[src/sv/cmcl_pkg.sv]
// -----------------------------------------------------------------------------
// Collatz maximum cycle length package
// Shared constants, controller states and the command and status groups that
// pass between the controller and the datapath.
// -----------------------------------------------------------------------------
package cmcl_pkg;

    localparam int MEMO_DEPTH  = 65536;
    localparam int MEMO_AW     = $clog2(MEMO_DEPTH);
    localparam int BOUND_WIDTH = 20;
    localparam int VALUE_WIDTH = 64;
    localparam int LEN_WIDTH   = 10;

    localparam logic [LEN_WIDTH-1:0]   LEN_MAX   = '1;
    localparam logic [VALUE_WIDTH-1:0] VALUE_MAX = '1;
    localparam logic [VALUE_WIDTH-1:0] OVF_LIMIT =
        (VALUE_MAX - VALUE_WIDTH'(1)) / VALUE_WIDTH'(3);

    typedef enum logic [6:0] {
        ST_CLEAR  = 7'b0000001,
        ST_IDLE   = 7'b0000010,
        ST_LOAD   = 7'b0000100,
        ST_READ   = 7'b0001000,
        ST_EVAL   = 7'b0010000,
        ST_DONE   = 7'b0100000,
        ST_OUTPUT = 7'b1000000
    } t_state;

    typedef struct packed {
        logic in_open;
        logic clr_we;
        logic load_item;
        logic load_start;
        logic step;
        logic finish_start;
        logic load_out;
    } t_cmd;

    typedef struct packed {
        logic clr_last;
        logic walk_end;
        logic range_last;
        logic out_free;
    } t_sts;

endpackage

[src/sv/cmcl_ctrl.sv]
// -----------------------------------------------------------------------------
// Collatz maximum cycle length controller
// Sequences the memo clearing pass, the walk over the range and the result
// transfer.
// -----------------------------------------------------------------------------
module cmcl_ctrl (
    input  logic            i_clk,
    input  logic            i_rst_n,
    input  logic            i_in_valid,
    input  cmcl_pkg::t_sts  i_sts,
    output cmcl_pkg::t_cmd  o_cmd
);

    cmcl_pkg::t_state r_state;
    cmcl_pkg::t_state n_state;

    always_comb begin
        n_state = r_state;
        o_cmd   = '0;
        case (r_state)
            cmcl_pkg::ST_CLEAR: begin
                o_cmd.clr_we = 1'b1;
                if (i_sts.clr_last) begin
                    n_state = cmcl_pkg::ST_IDLE;
                end
            end
            cmcl_pkg::ST_IDLE: begin
                o_cmd.in_open = 1'b1;
                if (i_in_valid) begin
                    o_cmd.load_item = 1'b1;
                    n_state         = cmcl_pkg::ST_LOAD;
                end
            end
            cmcl_pkg::ST_LOAD: begin
                o_cmd.load_start = 1'b1;
                n_state          = cmcl_pkg::ST_READ;
            end
            cmcl_pkg::ST_READ: begin
                n_state = cmcl_pkg::ST_EVAL;
            end
            cmcl_pkg::ST_EVAL: begin
                o_cmd.step = 1'b1;
                n_state    = i_sts.walk_end ? cmcl_pkg::ST_DONE : cmcl_pkg::ST_READ;
            end
            cmcl_pkg::ST_DONE: begin
                o_cmd.finish_start = 1'b1;
                n_state = i_sts.range_last ? cmcl_pkg::ST_OUTPUT : cmcl_pkg::ST_LOAD;
            end
            cmcl_pkg::ST_OUTPUT: begin
                if (i_sts.out_free) begin
                    o_cmd.load_out = 1'b1;
                    n_state        = cmcl_pkg::ST_IDLE;
                end
            end
            default: begin
                n_state = cmcl_pkg::ST_CLEAR;
            end
        endcase
    end

    always_ff @(posedge i_clk) begin
        if (!i_rst_n) begin
            r_state <= cmcl_pkg::ST_CLEAR;
        end else begin
            r_state <= n_state;
        end
    end

endmodule

[config.mk]
export PLATFORM = sky130hd
export DESIGN_NAME = cmcl_ctrl
export DESIGN_NICKNAME = d
export VERILOG_FILES = /design/src/sv/cmcl_pkg.sv /design/src/sv/cmcl_ctrl.sv
export SDC_FILE = /design/constraint.sdc
export NUM_CORES = 1
export LEC_CHECK = 0
export ABC_AREA = 1
export BUFFER_PORTS_ARGS = -buffer_cell sky130_fd_sc_hd__buf_2
export CAP_MARGIN = 20
export CORE_AREA = 2 2 39 41
export DETAILED_ROUTE_END_ITERATION = 10
export DIE_AREA = 0 0 41 43
export GPL_ROUTABILITY_DRIVEN = 0
export HOLD_SLACK_MARGIN = 0.06
export SETUP_SLACK_MARGIN = 0.02
export SLEW_MARGIN = 25
export SYNTH_ARGS = -nofsm -noshare
export SYNTH_HDL_FRONTEND = slang
export SYNTH_SLANG_ARGS = --single-unit
[constraint.sdc]
create_clock -name i_clk -period 1.2 [get_ports i_clk]
set_input_delay 0.12 -clock i_clk [delete_from_list [all_inputs] [get_ports i_clk]]
set_output_delay 0.12 -clock i_clk [all_outputs]
set_load 0.05 [all_outputs]
==> results.ini, run 1 <==
[cts]
cts_tree = yes
h-tree-depth = 1
root_buffer = clkbuf_4
cts_sinks = 7
clockBufferDepth = 2
clock_latency_ns = 0.25
clk_pin_slew_worst_paths_ns = 0.05
numCtsBuffers = 3
hold_buffers = 0

[power_and_ir_drop]
switching_power_w = 0.0003448
total_leakage_power_nw = 0.4339
ir_drop_uv = 582.3
p_int_w = 0.0005445
seqPwrFrac_pct = 31.5
pwr-share-clk_pct = 23.8
combPwrFrac_pct = 44.7
swShare_pct = 38.77
power.density_cell_area_mw_per_mm2 = 1021

[synth]
avgSynthCellArea_um2 = 5.927
synth_cell_types = 13
ys_seq_area_share_pct = 31.11
yosys_register_bits = 7
synthCells = 76
synth_warnings = 0
syn_area_um2 = 450.4
synth_nets = 83

[sta]
slew_violations = 0
min_period_ns = 1.353
tightest_slew_ns = 0.2250
hold_viol = 0
rsz0062_at_grt = yes
slew_headroom_pct = 84.96
worst_slack_ns = -0.1526
setup_viol = 8
timing.final.crit_share_pct = 112.7
fmax_mhz = 739.3
skew_ns = 0.008079

[global_routing]
antenna_found_initial = 0
track_usage_pct = 18.77
grt_pass1_wl_um = 2180
gr-total-overflow = 0
grt_pass1_vias = 584
grt_max_degree = 6

[layout]
largest_register_ffs = 7
nFillCells = 126
stdcell_count = 123
final_nets = 115
biggestRegsByFlops = r_state x7
areaGrowthSynthToFinish_pct = 93.33
top_register = r_state
n_antenna_cell = 0
drive_above_1_share_pct = 68.22

[floorplanning]
die_y_um = 43
core_area_mm2 = 0.001384
die_area_mm2 = 0.001763
row_count = 14
start_util_pct = 32.55
die-width_um = 41
io_pins = 14

[placement]
port_buffers = 13
dp.cells = 111
hpwlAfterDp_um = 916.1
post-place-ws_ns = -0.01950

[setup_path]
cp-end-kind = output pin
crit_required_ns = 1.08
worstPathArrival_ns = 1.23
worstSetupStartpointType = register
crit_type = register to output pin
path_max_fanout = 4

[detailed_routing]
viasPerCell = 4.561
drc_errors = 0
wire_per_inst_um = 11.15
wl_um = 1371
drt.antenna.violating_nets = 0
firstDrtPassIters = 4
vias = 561
initialDrtViolationCount = 7

[hold_path]
min_path_type = input port to register

[outcome]
violations = negative setup slack
outcome = complete, but fails checks

[run]
maxCapViolCount = 0

[cell type report]
| cell class | instances | area [um2] | area share (%) |
|---|---|---|---|
| repair buffers | 27 | 247.7 | 28.45 |
| well taps | 16 | 20.02 | 2.299 |
| inverters | 17 | 70.07 | 8.046 |
| multi-input cells | 52 | 347.8 | 39.94 |
| flip-flops and latches | 7 | 158.9 | 18.25 |
| clock buffers | 4 | 26.28 | 3.017 |
[cells in the final DEF (no fill, tap or decap), drive strengths merged]
cell type / synthesis / layout
clkinvlp: 0 / 1
nor2: 21 / 21
a21oi: 3 / 3
dfxtp: 7 / 7
nor3: 2 / 2
buf: 0 / 27
clkbuf: 0 / 4
nand2: 17 / 17
nand3: 9 / 9
inv: 17 / 16
[path summary, 6_finish.rpt]
kind / cells after the start / endpoint / slack, ns / startpoint
worst max-delay path: 6 / o_cmd[3] / -0.15 / r_state[4]$_SDFFE_PN0P_
worst max register to register: 11 / r_state[0]$_SDFFE_PN1P_ / -0.09 / r_state[1]$_SDFFE_PN0P_
worst min register to register: 4 / r_state[4]$_SDFFE_PN0P_ / 0.69 / r_state[2]$_SDFFE_PN0P_
worst min-delay path: 3 / r_state[5]$_SDFFE_PN0P_ / 0.10 / i_sts[2]
[cell families after synthesis]
kind of cell	Yosys count	share of synthesized area (%)
AOI/OAI and AO/OA	3	4.167
buffers and inverters	17	14.17
DFF	7	31.11
and+or+nand+nor	49	50.56
[metrics by stage]
stage	hold WS (ns)	utilization, %	cell area [um2]	TNS [ns]	total power, W
3_3_place_gp	0.3569	44.03	609.3	-0.001610	0.0005495
5_1_grt	0.1138	62.93	870.8	-1.549	0.0009544
4_1_cts	0.09312	56.60	783.3	-0.9008	0.0008332
6_report	0.1038	62.93	870.8	-0.9644	0.0008893
3_5_place_dp	0.3637	44.03	609.3	-0.03561	0.0005553
2_1_floorplan	0.2427	-	479.2	-0.2347	0.0004774
[critical path, stage by stage, from the launching register on]
cell        delay, ns
dfxtp_2          0.33
inv_2            0.08
nand2_2          0.08
nor2_4           0.14
nand3_2          0.12
clkinvlp_4       0.10
buf_8            0.14
[cells in the mapped netlist, drive strengths merged]
cell type / number / area share [%]
inv: 17 / 14
nor3: 2 / 2.2
nand3: 9 / 11
a21oi: 3 / 4.2
nor2: 21 / 23
dfxtp: 7 / 31
nand2: 17 / 15
[power groups by stage]
stage / sequential [W] / combinational, W / clock (W)
floorplan: 0.000272 / 0.000206 / 0
global placement: 0.000274 / 0.000275 / 0
detailed placement: 0.000276 / 0.000280 / 0
CTS: 0.000272 / 0.000340 / 0.000221
global route: 0.000285 / 0.000434 / 0.000236
finish: 0.000280 / 0.000398 / 0.000212
[what timing repair did]
| item | CTS | global route |
|---|---|---|
| pin swaps | 9 | 9 |
| endpoints found under the setup margin | 8 | 11 |
| resized for setup | 39 | 19 |
| buffers inserted | 5 | 4 |
[per-layer routing]
| layer | share of wire [%] | vias up | GRT usage [%] | routed length (um) |
|---|---|---|---|---|
| li1 | - | 291 | - | - |
| met1 | 41 | 257 | 20.59 | 557 |
| met2 | 55 | 11 | 32.50 | 753 |
| met3 | 2.3 | 2 | 0.5236 | 31 |
| met4 | 2.0 | 0 | 12.00 | 27 |
| met5 | 0 | - | 0 | 0 |
No activity file was read; power rests on OpenSTA's default activity.
==> run 2: changes to the inputs <==
BUFFER_PORTS_ARGS = -buffer_cell sky130_fd_sc_hd__buf_4   (was -buffer_cell sky130_fd_sc_hd__buf_2)
GPL_ROUTABILITY_DRIVEN = unset   (was 0)
==> run 2 against run 1 <==
Net effect: the run still ends with negative setup slack left; combinational power decreased by 2%; first-iteration DRC count decreased by 29%; maximum frequency decreased by 2.3%; highest routed layer unchanged; flip-flop and latch count unchanged; routed wire length decreased by 5.0%; register-to-register slack improved by 0.03 ns; sequential power increased by 2%; via count decreased by 2.1%; sequential share of layout area decreased by 0.62 points; critical path depth increased by 1; critical path type unchanged.
==> results.ini, run 2 (synthesis gave the netlist of run 1 again) <==
[floorplanning]
start_util_pct = 32.55
die_y_um = 43
core_area_mm2 = 0.001384
die-width_um = 41
row_count = 14
io_pins = 14
die_area_mm2 = 0.001763

[placement]
post-place-ws_ns = 0.02770
hpwlAfterDp_um = 800.8
place.gp.congestion = 0.8686
port_buffers = 13
placement.cell_area_um2 = 611.8

[setup_path]
worstSetupStartpointType = register
path_max_fanout = 3
r2r_slack_ns = -0.06
r2r_start = r_state[1]$_SDFFE_PN0P_
cp-end-kind = output pin
worstPathArrival_ns = 1.26
crit_required_ns = 1.08
crit_type = register to output pin
r2r_cells = 9
startpoint = r_state[1]$_SDFFE_PN0P_
timing.rr.end = r_state[0]$_SDFFE_PN1P_

[layout]
layout_common_cells = buf_4, nor2_4, nand2_1, nor2_1, inv_1
largest_register_ffs = 7
areaGrowthSynthToFinish_pct = 96.94
n_antenna_cell = 0
final_nets = 113
layout_commonest_cell = buf_4
top_register = r_state
drive_above_1_share_pct = 66.67
biggestRegsByFlops = r_state x7
final_area_um2 = 887.1

[sta]
skew_ns = 0.001016
rsz0062_at_grt = yes
worst_slack_ns = -0.1838
setup_viol = 8
min_period_ns = 1.384
slew_headroom_pct = 85.71
tightest_slew_ns = 0.2136
timing.final.crit_share_pct = 115.3
slew_violations = 0
hold_viol = 0
fmax_mhz = 722.7

[hold_path]
hold_end = r_state[5]$_SDFFE_PN0P_
hold_depth = 3
min_path_type = input port to register
hold_path.startpoint = i_sts[2]

[cts]
h-tree-depth = 1
cts_sinks = 7
clk_pin_slew_worst_paths_ns = 0.05
numCtsBuffers = 3
clock_latency_ns = 0.25
clockBufferDepth = 2
cts_tree = yes
root_buffer = clkbuf_4
hold_buffers = 0

[detailed_routing]
drt.antenna.violating_nets = 0
wire_per_inst_um = 10.76
initialDrtViolationCount = 5
wl_um = 1302
viasPerCell = 4.537
drc_errors = 0
vias = 549
firstDrtPassIters = 2

[global_routing]
track_usage_pct = 18.16
grt_pass1_vias = 514
gr-total-overflow = 0
antenna_found_initial = 0
grt_pass1_wl_um = 2132
grt_max_degree = 6

[power_and_ir_drop]
power_w = 0.0008908
ir_drop_uv = 563.6
total_leakage_power_nw = 0.4326
power.density_cell_area_mw_per_mm2 = 1004

[outcome]
outcome = complete, but fails checks
violations = negative setup slack

[run]
maxCapViolCount = 0

run 2: cell types whose count changed in the layout (fill, tap and decap cells not counted), sizes merged:
cell / change
buf: -2
run 2: per-layer routing:
layer,global-route usage (%),wire [um],vias to the layer above
li1,-,-,283
met1,23.20,497,249
met2,28.13,725,13
met3,2.094,44,4
met4,10.00,35,0
met5,0,0,-
run 2: worst max-delay path: stages (launching register included):
cell and delay [ns]:
dfxtp_4 0.37, inv_4 0.04, nor2_4 0.07, nand2_2 0.06
nor2_4 0.14, inv_2 0.07, nor2_4 0.11, buf_8 0.15
run 2: report_power, final:
group          leakage [nW]  internal, W  switching (W)
registers            0.0605     0.000255      0.0000295
clock network        0.0150     0.000127      0.0000890
logic                 0.357     0.000158       0.000232
total                 0.433     0.000540       0.000350
run 2: area by class of cell:
class                   instances  area [um2]
clock buffers                   4       26.28
fillers                       120       496.7
inverters                      17       70.07
multi-input cells              52       359.1
flip-flops and latches          7       156.4
well taps                      16       20.02
repair buffers                 25       255.2
run 2: worst max path at each step:
stage	cells past startpoint	end	slack, ns
finish	7	o_cmd[4]	-0.18
global route	7	o_cmd[4]	-0.27
CTS	7	o_cmd[4]	-0.16
detailed placement	6	o_cmd[3]	0.03
global placement	6	o_cmd[3]	0.04
floorplan	5	o_cmd[4]	-0.18
run 2: timing repair:
item	4_1_cts	5_1_grt
hold endpoints to repair	0	0
buffers inserted	9	1
pin swaps	14	8
setup endpoints to repair	7	11
gates resized for setup	34	19
run 2: metrics by stage:
stage / setup TNS (ns) / hold slack [ns] / cells / utilization (%)
after floorplan: -0.2347 / 0.2427 / 76 / -
after global placement: 0 / 0.3489 / 107 / 44.21
after detailed placement: 0 / 0.3541 / 107 / 44.21
after CTS: -0.7679 / 0.09802 / 120 / 58.50
after global routing: -1.610 / 0.1126 / 121 / 64.10
final: -0.9457 / 0.1054 / 121 / 64.10
